===== src/hw/rtl/bgar_pkg.sv =====
`default_nettype none

package bgar_pkg;

	// Number of buttons in the group; ids at or above it are ignored.
	localparam int NUM_BUTTONS = 32;

	localparam logic [32:0] ID_MASK_WIDE = (33'd1 << NUM_BUTTONS) - 33'd1;
	localparam logic [31:0] ID_MASK      = ID_MASK_WIDE[31:0];

	// Event kinds.
	localparam logic [1:0] KIND_DOWN   = 2'd0;
	localparam logic [1:0] KIND_REPEAT = 2'd1;
	localparam logic [1:0] KIND_UP     = 2'd2;

	// Configuration register indexes.
	localparam logic [1:0] CFG_ENABLE            = 2'd0;
	localparam logic [1:0] CFG_SLOW_PERIOD_MS    = 2'd1;
	localparam logic [1:0] CFG_SLOW_REPEAT_COUNT = 2'd2;
	localparam logic [1:0] CFG_FAST_PERIOD_MS    = 2'd3;

	localparam logic [15:0] SLOW_PERIOD_RESET = 16'd500;
	localparam logic [7:0]  SLOW_COUNT_RESET  = 8'd4;
	localparam logic [15:0] FAST_PERIOD_RESET = 16'd100;
	localparam logic [7:0]  COUNT_MAX         = 8'd255;

	typedef struct packed {
		logic [31:0] now_ms;
		logic [31:0] button_levels;
		logic [31:0] button_changed;
	} in_beat_t;

	typedef struct packed {
		logic        event_valid;
		logic [1:0]  event_kind;
		logic [4:0]  button_id;
		logic [31:0] press_flags;
	} out_beat_t;

	typedef struct packed {
		logic        enable;
		logic [15:0] slow_period_ms;
		logic [7:0]  slow_repeat_count;
		logic [15:0] fast_period_ms;
	} cfg_t;

endpackage

`default_nettype wire


===== src/hw/rtl/button_group_auto_repeat_unit.sv =====
`default_nettype none

// Typematic auto-repeat for a group of push buttons, of which one is held at a
// time. Each input beat is one poll: the millisecond time, the button levels and
// the mask of buttons that changed. Every poll yields exactly one output beat,
// carrying the masked button levels and, when an event is due, a DOWN, REPEAT or
// UP event for the held button. The block takes one poll per clock cycle while
// the output side is ready; each poll passes through two registers, the input
// register and then the output register; the held-button state is updated as
// the poll moves from the first to the second, so consecutive polls see each
// other's effect in order. Sustained rate is one beat per cycle whenever the
// output side is ready. Configuration is written through a plain write port and
// must only change while no poll is in flight.
module button_group_auto_repeat_unit (
	input  wire logic                clk,
	input  wire logic                arst_n,
	input  wire logic                in_valid,
	output logic                     in_ready,
	input  wire bgar_pkg::in_beat_t  in_data,
	output logic                     out_valid,
	input  wire logic                out_ready,
	output bgar_pkg::out_beat_t      out_data,
	input  wire logic                cfg_we,
	input  wire logic [1:0]          cfg_index,
	input  wire logic [15:0]         cfg_data
);
	import bgar_pkg::*;

	// Configuration registers.
	cfg_t cfg_q;

	// Input stage.
	logic     valid_s1;
	in_beat_t data_s1;

	// Output stage.
	logic      valid_s2;
	out_beat_t data_s2;

	out_beat_t result;
	logic      advance;

	always_ff @(posedge clk or negedge arst_n) begin
		if (!arst_n) begin
			cfg_q.enable            <= 1'b0;
			cfg_q.slow_period_ms    <= SLOW_PERIOD_RESET;
			cfg_q.slow_repeat_count <= SLOW_COUNT_RESET;
			cfg_q.fast_period_ms    <= FAST_PERIOD_RESET;
		end else if (cfg_we) begin
			case (cfg_index)
				CFG_ENABLE:            cfg_q.enable            <= cfg_data[0];
				CFG_SLOW_PERIOD_MS:    cfg_q.slow_period_ms    <= cfg_data;
				CFG_SLOW_REPEAT_COUNT: cfg_q.slow_repeat_count <= cfg_data[7:0];
				CFG_FAST_PERIOD_MS:    cfg_q.fast_period_ms    <= cfg_data;
				default: ;
			endcase
		end
	end

	// The poll in the input stage moves on when the output register is free
	// or is being emptied in this cycle.
	assign advance  = valid_s1 && (!valid_s2 || out_ready);
	assign in_ready = !valid_s1 || advance;

	always_ff @(posedge clk or negedge arst_n) begin
		if (!arst_n) begin
			valid_s1 <= 1'b0;
		end else if (in_ready) begin
			valid_s1 <= in_valid;
		end
	end

	always_ff @(posedge clk) begin
		if (in_ready && in_valid) begin
			data_s1 <= in_data;
		end
	end

	bgar_event_core u_core (
		.clk    (clk),
		.arst_n (arst_n),
		.step   (advance),
		.beat   (data_s1),
		.cfg    (cfg_q),
		.result (result)
	);

	always_ff @(posedge clk or negedge arst_n) begin
		if (!arst_n) begin
			valid_s2 <= 1'b0;
		end else if (advance) begin
			valid_s2 <= 1'b1;
		end else if (out_ready) begin
			valid_s2 <= 1'b0;
		end
	end

	always_ff @(posedge clk) begin
		if (advance) begin
			data_s2 <= result;
		end
	end

	assign out_valid = valid_s2;
	assign out_data  = data_s2;

endmodule

`default_nettype wire


===== src/hw/rtl/bgar_event_core.sv =====
`default_nettype none

module bgar_event_core (
	input  wire logic              clk,
	input  wire logic              arst_n,
	input  wire logic              step,
	input  wire bgar_pkg::in_beat_t beat,
	input  wire bgar_pkg::cfg_t     cfg,
	output bgar_pkg::out_beat_t     result
);
	import bgar_pkg::*;

	logic        held_valid_q;
	logic [4:0]  held_id_q;
	logic [31:0] repeat_deadline_q;
	logic [7:0]  repeat_count_q;

	logic [31:0] levels;
	logic [31:0] changed;
	logic [31:0] rising;
	logic [31:0] since_deadline;
	logic        released;
	logic        due;
	logic        found;
	logic [4:0]  first_id;
	logic [7:0]  count_next;
	logic [15:0] rearm_period;
	logic [31:0] slow_deadline;
	logic [31:0] rearm_deadline;
	logic        do_down;
	logic        do_up;
	logic        do_repeat;

	assign levels         = beat.button_levels & ID_MASK;
	assign changed        = beat.button_changed & ID_MASK;
	assign rising         = levels & changed;
	assign released       = changed[held_id_q] & ~levels[held_id_q];
	assign since_deadline = beat.now_ms - repeat_deadline_q;
	assign due            = ~since_deadline[31];

	// Lowest-numbered rising button wins.
	always_comb begin
		found    = 1'b0;
		first_id = 5'd0;
		for (int i = 31; i >= 0; i--) begin
			if (rising[i]) begin
				found    = 1'b1;
				first_id = 5'(i);
			end
		end
	end

	assign count_next     = (repeat_count_q != COUNT_MAX) ? repeat_count_q + 8'd1 : repeat_count_q;
	assign rearm_period   = (count_next < cfg.slow_repeat_count) ? cfg.slow_period_ms
	                                                              : cfg.fast_period_ms;
	assign slow_deadline  = beat.now_ms + {16'd0, cfg.slow_period_ms};
	assign rearm_deadline = beat.now_ms + {16'd0, rearm_period};

	assign do_down   = cfg.enable & ~held_valid_q & found;
	assign do_up     = cfg.enable & held_valid_q & released;
	assign do_repeat = cfg.enable & held_valid_q & ~released & due;

	always_comb begin
		result             = '0;
		result.press_flags = levels;
		if (do_down) begin
			result.event_valid = 1'b1;
			result.event_kind  = KIND_DOWN;
			result.button_id   = first_id;
		end else if (do_up) begin
			result.event_valid = 1'b1;
			result.event_kind  = KIND_UP;
			result.button_id   = held_id_q;
		end else if (do_repeat) begin
			result.event_valid = 1'b1;
			result.event_kind  = KIND_REPEAT;
			result.button_id   = held_id_q;
		end
	end

	always_ff @(posedge clk or negedge arst_n) begin
		if (!arst_n) begin
			held_valid_q      <= 1'b0;
			held_id_q         <= 5'd0;
			repeat_deadline_q <= 32'd0;
			repeat_count_q    <= 8'd0;
		end else if (step) begin
			if (do_down) begin
				held_valid_q      <= 1'b1;
				held_id_q         <= first_id;
				repeat_deadline_q <= slow_deadline;
				repeat_count_q    <= 8'd0;
			end else if (do_up) begin
				held_valid_q <= 1'b0;
			end else if (do_repeat) begin
				repeat_count_q    <= count_next;
				repeat_deadline_q <= rearm_deadline;
			end
		end
	end

	a_down_only_when_free: assert property (@(posedge clk) disable iff (!arst_n)
		result.event_valid && result.event_kind == KIND_DOWN |-> !held_valid_q)
		else $error("down event while a button is held");

	a_held_id_on_repeat_up: assert property (@(posedge clk) disable iff (!arst_n)
		result.event_valid && result.event_kind != KIND_DOWN |-> result.button_id == held_id_q)
		else $error("repeat or up event names a button other than the held one");

	a_down_holds: assert property (@(posedge clk) disable iff (!arst_n)
		step && do_down |=> held_valid_q && held_id_q == $past(first_id)
		&& repeat_count_q == 8'd0)
		else $error("down event did not capture the held button");

	a_disabled_frozen: assert property (@(posedge clk) disable iff (!arst_n)
		step && !cfg.enable |=> $stable(held_valid_q) && $stable(repeat_count_q)
		&& $stable(repeat_deadline_q))
		else $error("state changed while disabled");

endmodule

`default_nettype wire

===== config.mk =====
export PLATFORM = sky130hd
export DESIGN_NAME = button_group_auto_repeat_unit
export DESIGN_NICKNAME = d
export VERILOG_FILES = /design/src/hw/rtl/bgar_pkg.sv /design/src/hw/rtl/button_group_auto_repeat_unit.sv /design/src/hw/rtl/bgar_event_core.sv
export SDC_FILE = /design/constraint.sdc
export NUM_CORES = 1
export LEC_CHECK = 0
export ABC_AREA = 1
export BUFFER_PORTS_ARGS = -buffer_cell sky130_fd_sc_hd__buf_2
export CAP_MARGIN = 20
export CORE_MARGIN = 5
export CORE_UTILIZATION = 55
export CTS_CLUSTER_DIAMETER = 150
export DETAILED_ROUTE_END_ITERATION = 10
export PLACE_DENSITY = 0.88
export SYNTH_ARGS = -nofsm -noshare
export SYNTH_HDL_FRONTEND = slang
export SYNTH_HIERARCHICAL = 1
export SYNTH_SLANG_ARGS = --single-unit

===== constraint.sdc =====
create_clock -name clk -period 6.4 [get_ports clk]
set_input_delay 1.28 -clock clk [delete_from_list [all_inputs] [get_ports clk]]
set_output_delay 1.28 -clock clk [all_outputs]
set_load 0.02 [all_outputs]

# Word-level counts from Yosys, hierarchy flattened

Cells that the tools add are included.
Widths: inputs -> output; s select.

Flip-flop bits (word level): 225
Bits in latches: 0
Memory bits (writable): 0
Memory bits (read-only): 0
Bits of input ports: 119
Output and inout bits: 42
Memories kept: 0

Add/subtract/negate cells: 4
$mul: 0
Div/mod/pow operators: 0
$lt $le $gt $ge: 2
Equality and inequality tests: 5
Shift-type cells: 0
Mux-type cells: 83
Bitwise gates (word level): 12
Reduce and logical (&&, ||, !) cells: 18

Operators by type and width:

| kind                | count |
|---|---|
| $mux 5              | 33 |
| $mux 32             | 3 |
| $add 32x16->32      | 2 |
| $mux 8              | 5 |
| $mux 1              | 38 |
| $and 32x32->32      | 1 |
| $sub 32x32->32      | 1 |
| $mux 16             | 1 |
| $reduce_and 2->1    | 6 |
| $bmux 1 s5          | 2 |
| $add 8x1->8 const B | 1 |
| $lt 8x8->1          | 1 |
| $ne 8x8->1 const B  | 1 |
| $and 1x1->1         | 7 |
| $mux 7              | 1 |
| $lt 5x6->1 const B  | 1 |
| $reduce_bool 2->1   | 3 |
| $eq 2x2->1 const B  | 2 |
| $not 1->1           | 4 |
| $reduce_and 3->1    | 1 |
| $eq 2x1->1 const B  | 1 |
| $logic_and 1x1->1   | 2 |
| $logic_not 1->1     | 2 |
| $logic_not 2->1     | 1 |
| 3 further kinds     | 4 |

# Logic depth before layout (Yosys ltp)

Depth after elaboration: 36
Mapped depth: 36

# Modules after synthesis

Netlist, hierarchy kept.

Modules (own cells, without submodules):

| module                        | times used | cells each | area an instance (sq um) | seq. area each (sq um) |
|---|---|---|---|---|
| button_group_auto_repeat_unit | 1          | 333        | 5954.5                   | 5172.5 |
| bgar_event_core               | 1          | 728        | 5157.4                   | 1151.1 |

# Worst setup path after synthesis

Ideal clock, no wire load.

Path type: register to register
Start point: register u_core.repeat_count_q[0]
End point: register u_core.repeat_deadline_q[30]
Setup time: 0.076 ns
Arrival time: 4.611 ns
Slack: 1.712 ns
Stages on the path, launching flop included: 36
Buffers on the path: 1
Period minus slack after synthesis: 4.688 ns
Cell sequence: dfrtp_1 -> ha_1 -> nand4_1 -> nor2_1 -> nand3_2 -> o21ai_0 -> ha_1 -> o21ai_0 -> inv_1 -> o211ai_1 -> nand2_1 -> a21oi_1 -> o21ai_1 -> nand2_2 -> buf_4 -> mux2_2 -> ha_1 -> nand2_1 -> nor2_1 -> a211oi_1 -> nor2_1 -> nand2_1 -> nand2_1 -> a21oi_1 -> o21ai_2 -> nand3_1 -> nand2_1 -> nand3_1 -> nand2_1 -> inv_2 -> nor4_4 -> inv_2 -> nor3_2 -> xor2_1 -> nand2_1 -> o21ai_1

Longest elaborated chain between the ends: 8
Elaborated cells between the ends (all ways): 9
Those cells by class: 2 x add/sub; 1 x order compare; 1 x eq/ne; 5 x mux

Ends and longest elaborated chain:

| what                                      | line                  | source |
|---|---|---|
| start, declared                           | bgar_event_core.sv:16 | `logic [7:0] repeat_count_q;` |
| start signal, assigned                    | bgar_event_core.sv:96 | `repeat_count_q <= count_next;` |
| $add 8x1->8 or $ne 8x8->1 (tied branches) | bgar_event_core.sv:53 | `assign count_next = (repeat_count_q != COUNT_MAX) ? repeat_count_q + 8'd1 : repeat_count_q;` |
| $mux 8 (*)                                | bgar_event_core.sv:53 |  |
| $lt 8x8->1 (*)                            | bgar_event_core.sv:54 | `assign rearm_period = (count_next < cfg.slow_repeat_count) ? cfg.slow_period_ms` |
| $mux 16 (*)                               | bgar_event_core.sv:54 |  |
| $add 32x16->32 (*)                        | bgar_event_core.sv:57 | `assign rearm_deadline = beat.now_ms + {16'd0, rearm_period};` |
| $mux 32 (*)                               | bgar_event_core.sv:95 | `end else if (do_repeat) begin` |
| $mux 32 (*)                               | bgar_event_core.sv:93 | `end else if (do_up) begin` |
| $mux 32 (*)                               | bgar_event_core.sv:88 | `if (do_down) begin` |
| end signal, assigned                      | bgar_event_core.sv:91 | `repeat_deadline_q <= slow_deadline;` |
| end signal, assigned                      | bgar_event_core.sv:97 | `repeat_deadline_q <= rearm_deadline;` |
| end, declared                             | bgar_event_core.sv:15 | `logic [31:0] repeat_deadline_q;` |

Mark *: on every way between the ends. The rest lies on a longest branch, timed or not. The select of a mux whose other input is x is not followed.
A chain may end at the register's enable or synchronous reset.

# Worst setup path in the final report

Start point: register u_core.repeat_count_q[0]
End point: register u_core.repeat_deadline_q[24]

The elaborated chain is that of the path after synthesis.

==> metrics.md <==
| Metric | Value |
|---|---|
| Status | completed |
| Port buffer count | between 150 and 200 |
| Nets@finish | between 1,000 and 1,500 |
| Netlist cell types | 57 |
| Kind of end point of the critical path | register |
| CP startpoint kind | register |
| Net Sw Frac | 32.1% |
| CP max stage delay | roughly 0.42 ns |
| Syn_nets | ~1,200 |
| Worst EP arrival | 6.02 ns |
| Hold buffers post-CTS | 0 |
| Psw | between 1 and 1.5 mW |
| Cell mode on critical path | nand2_1 |
| Num rows | between 50 and 60 |
| # clock sinks | around 230 |
| Cell Area, Synth | around 11,000 um^2 |
| Most common cell after layout, fill and taps aside | nand2_1 |
| Reg clk slew, reported paths | about 0.06 ns |
| Initial DRC Count | 707 |
| Root buf cell | clkbuf_16 |
| Util after Layout | between 60% and 70% |
| Unrepaired setup endpoints after global routing | false |
| Setup bufs post-CTS | 0 |
| GP Congestion | 0.840 |
| Clk_skew | 0.0132 ns |
| CTS Buf Count | 24 |
| Die W | approximately 150 um |
| Sum Neg Setup Slack | 0 ns |
| DRC | 0 |
| Post-layout power | 4.56 mW |
| Routed len/inst | around 17 um |
| Final setup vio count | 0 |
| VDD IR-drop max | between 0.0002 and 0.0003 V |
| Crit path max fanout | 17 |
| Predominant post-synthesis flop cell | edfxtp_1 |
| Routed via count | ~8,200 |
| Pwr Density | between 300 and 400 nW/um^2 |
| Ratio of cells with drive above 1 in the final layout | between 20% and 30% |
| Async set-or-reset flop fraction in the synthesized netlist | between 30% and 40% |
| Register area share after synthesis | between 50% and 60% |
| Hold WC Path Type | register to register |
| Dpl hpwl | around 17,000 um |
| # H-tree levels | 1 |
| Power share of the clock group | slightly below 30% |
| ANT nets after route | 0 |
| Finished Layout Cells | between 1,000 and 1,500 |
| Pleak | roughly 5.7 nW |
| Layout fillers | 1,530 |
| Tmin final | ~5.6 ns |
| Post-cts repair resize count | 0 |
| Reg power frac | between 40% and 50% |
| Cells after DPL | ~1,400 |
| Yosys warnings | 6 |
| Max-cap viol count | 0 |
| Slew HR | 45.7% |
| Initial core utilization | 55.5% |
| Most frequent cells in the layout | nand2_1, buf_2, edfxtp_1 |
| Max clock buf depth | 3 |
| Die Area | between 20,000 and 25,000 um^2 |
| Final Hold Fails | 0 |
| Post-route clock period utilization | between 80 and 90% |
| Mapped Cells | 1,061 |
| Pins Over Slew Limit | 0 |
| Area Overhead vs Synth | 14.1% |
| Drt pass-1 iters | 6 |
| First-pass GRT wire length | 40,700 um |
| Mapped Avg Cell Area | roughly 10 um^2 |
| Core ar. | around 20,000 um^2 |
| Slowest stage cell on the critical path | fa_1 |
| Die H | about 150 um |
| Io pins | approximately 160 |
| Number of flops mapped to enable cells by yosys | around 140 |
| Largest net degree at the start of global routing | a little over 70 |
| Post-synthesis sequential element count | between 200 and 250 |
| Combinational share of power | 27.2% |
| Fmax | roughly 180 MHz |
| Tightest Pin Transition | around 0.8 ns |
| Vias in the first global route | about 8,200 |
| CTS tree | done |
| GRT overflow | 0 |
| Internal cell power | 3.09 mW |
| CP required | 6.82 ns |
| Critical path class | register to register |
| Global Route Usage Sum | between 20% and 30% |
| Initial antenna violation count | 3 |
| Drt via density | approximately 5.5 |
| DRT Wirelength | roughly 25,000 um |
| Worst-Skew Late Latency | ~0.51 ns |
==> metal layers <==
metal | vias to the layer above | global-route usage [%] | wire length (um) | share of wire (%)
met2 | 357 | 35.5 | 12100 | 49
met3 | 59 | 4.23 | 2030 | 8.2
met5 | - | 0 | 24 | 0.097
met1 | 3839 | 28.2 | 10100 | 41
met4 | 4 | 5.35 | 559 | 2.2
li1 | 3896 | - | - | -
==> worst max-delay path, delay by kind of cell (launching register included) <==
family | cells | cell delay, ns
mux | 1 | 0.25
xor+xnor | 1 | 0.16
compound gates | 9 | 1.22
fa+ha+maj | 4 | 1.07
buf+inv | 4 | 0.28
flops | 1 | 0.40
simple gates | 16 | 2.13
==> flip-flops by register name (all words and copies together), names as in the netlist <==
register / flops
cfg_q: 41
data_s1: 96
out_valid: 1
out_data: 40
u_core/held_id_q: 5
valid_s1: 1
u_core/repeat_count_q: 8
u_core/held_valid_q: 1
u_core/repeat_deadline_q: 32
==> synth_stat cells (2+ instances only) <==
library cell / n / area, um^2
mux2_2: 15 / 169
nor2_2: 3 / 18.8
nand3b_1: 18 / 135
o21ai_2: 3 / 26.3
inv_2: 4 / 15.0
a21oi_1: 39 / 195
nand4_1: 44 / 275
nor3_1: 2 / 10.0
a21oi_2: 2 / 17.5
o21bai_1: 2 / 15.0
xnor2_1: 6 / 52.6
nor4_1: 2 / 12.5
o21ai_0: 57 / 285
dfstp_2: 10 / 263
nand3_2: 4 / 40.0
clkbuf_1: 6 / 22.5
dfrtp_1: 79 / 1980
o311ai_0: 16 / 140
buf_6: 4 / 45.0
buf_4: 40 / 300
nand2_2: 3 / 18.8
inv_1: 96 / 360
xor2_1: 23 / 201
nand3_1: 38 / 190
buf_2: 11 / 55.1
edfxtp_1: 136 / 4080
o21ai_1: 6 / 30.0
o211ai_1: 4 / 30.0
o31ai_1: 2 / 15.0
nor2_1: 42 / 158
ha_1: 54 / 676
nand3_4: 2 / 35.0
a211oi_1: 2 / 15.0
nand2_1: 263 / 987
==> kinds of logic (layout without fill, tap and decap cells) <==
| group | after synthesis | after routing | share of synthesized area, % |
|---|---|---|---|
| XOR/XNOR | 29 | 29 | 2.29 |
| multiplexers | 15 | 15 | 1.52 |
| adder cells (fa/ha/maj) | 55 | 55 | 6.26 |
| buffers and inverters | 164 | 311 | 7.36 |
| other | 0 | 1 | 0 |
| AND/OR/NAND/NOR | 430 | 430 | 17.9 |
| AO/OA/AOI/OAI | 143 | 143 | 7.79 |
| flip-flops | 225 | 225 | 56.9 |
==> power by group through the flow <==
| stage | clock, mW | sequential, mW | combinational [mW] |
|---|---|---|---|
| after global placement | 0 | 1.99 | 1.12 |
| final | 1.36 | 1.96 | 1.24 |
| after CTS | 1.38 | 1.98 | 1.19 |
| after global routing | 1.46 | 1.98 | 1.39 |
| after detailed placement | 0 | 2.00 | 1.17 |
| after floorplan | 0 | 1.97 | 0.871 |
==> metrics by stage <==
step / hold WS (ns) / worst slack (ns) / area, um^2
CTS: 0.469 / 0.871 / 12700
global placement: 0.449 / 1.26 / 11900
floorplan: 0.436 / 1.71 / 11100
detailed placement: 0.450 / 0.898 / 11900
global route: 0.473 / 0.201 / 12700
finish: 0.467 / 0.800 / 12700
==> area by class of cell <==
cell class,instances,area [um^2],share of cell area (%)
Timing Repair Buffer,165,861,6.79
Clock inverter,6,61.3,0.483
Multi-Input combinational cell,672,3980,31.4
Clock buffer,38,724,5.71
Tap cell,270,338,2.66
Inverter,102,389,3.07
Sequential cell,225,6320,49.9
Antenna cell,1,2.50,0.0197
==> final timing paths <==
path	from	end	slack [ns]	cells after the start
max	u_core/repeat_count_q[0]	u_core/repeat_deadline_q[24]	0.80	35
min in group asynchronous	arst_n	u_core/repeat_deadline_q[11]	0.70	1
min reg2reg	data_s1[59]	out_data[27]	0.47	0
min	data_s1[59]	out_data[27]	0.47	0
max in group asynchronous	arst_n	cfg_q[4]	4.60	2
max reg2reg	u_core/repeat_count_q[0]	u_core/repeat_deadline_q[24]	0.80	35
Power figures use the tool's default switching activity.
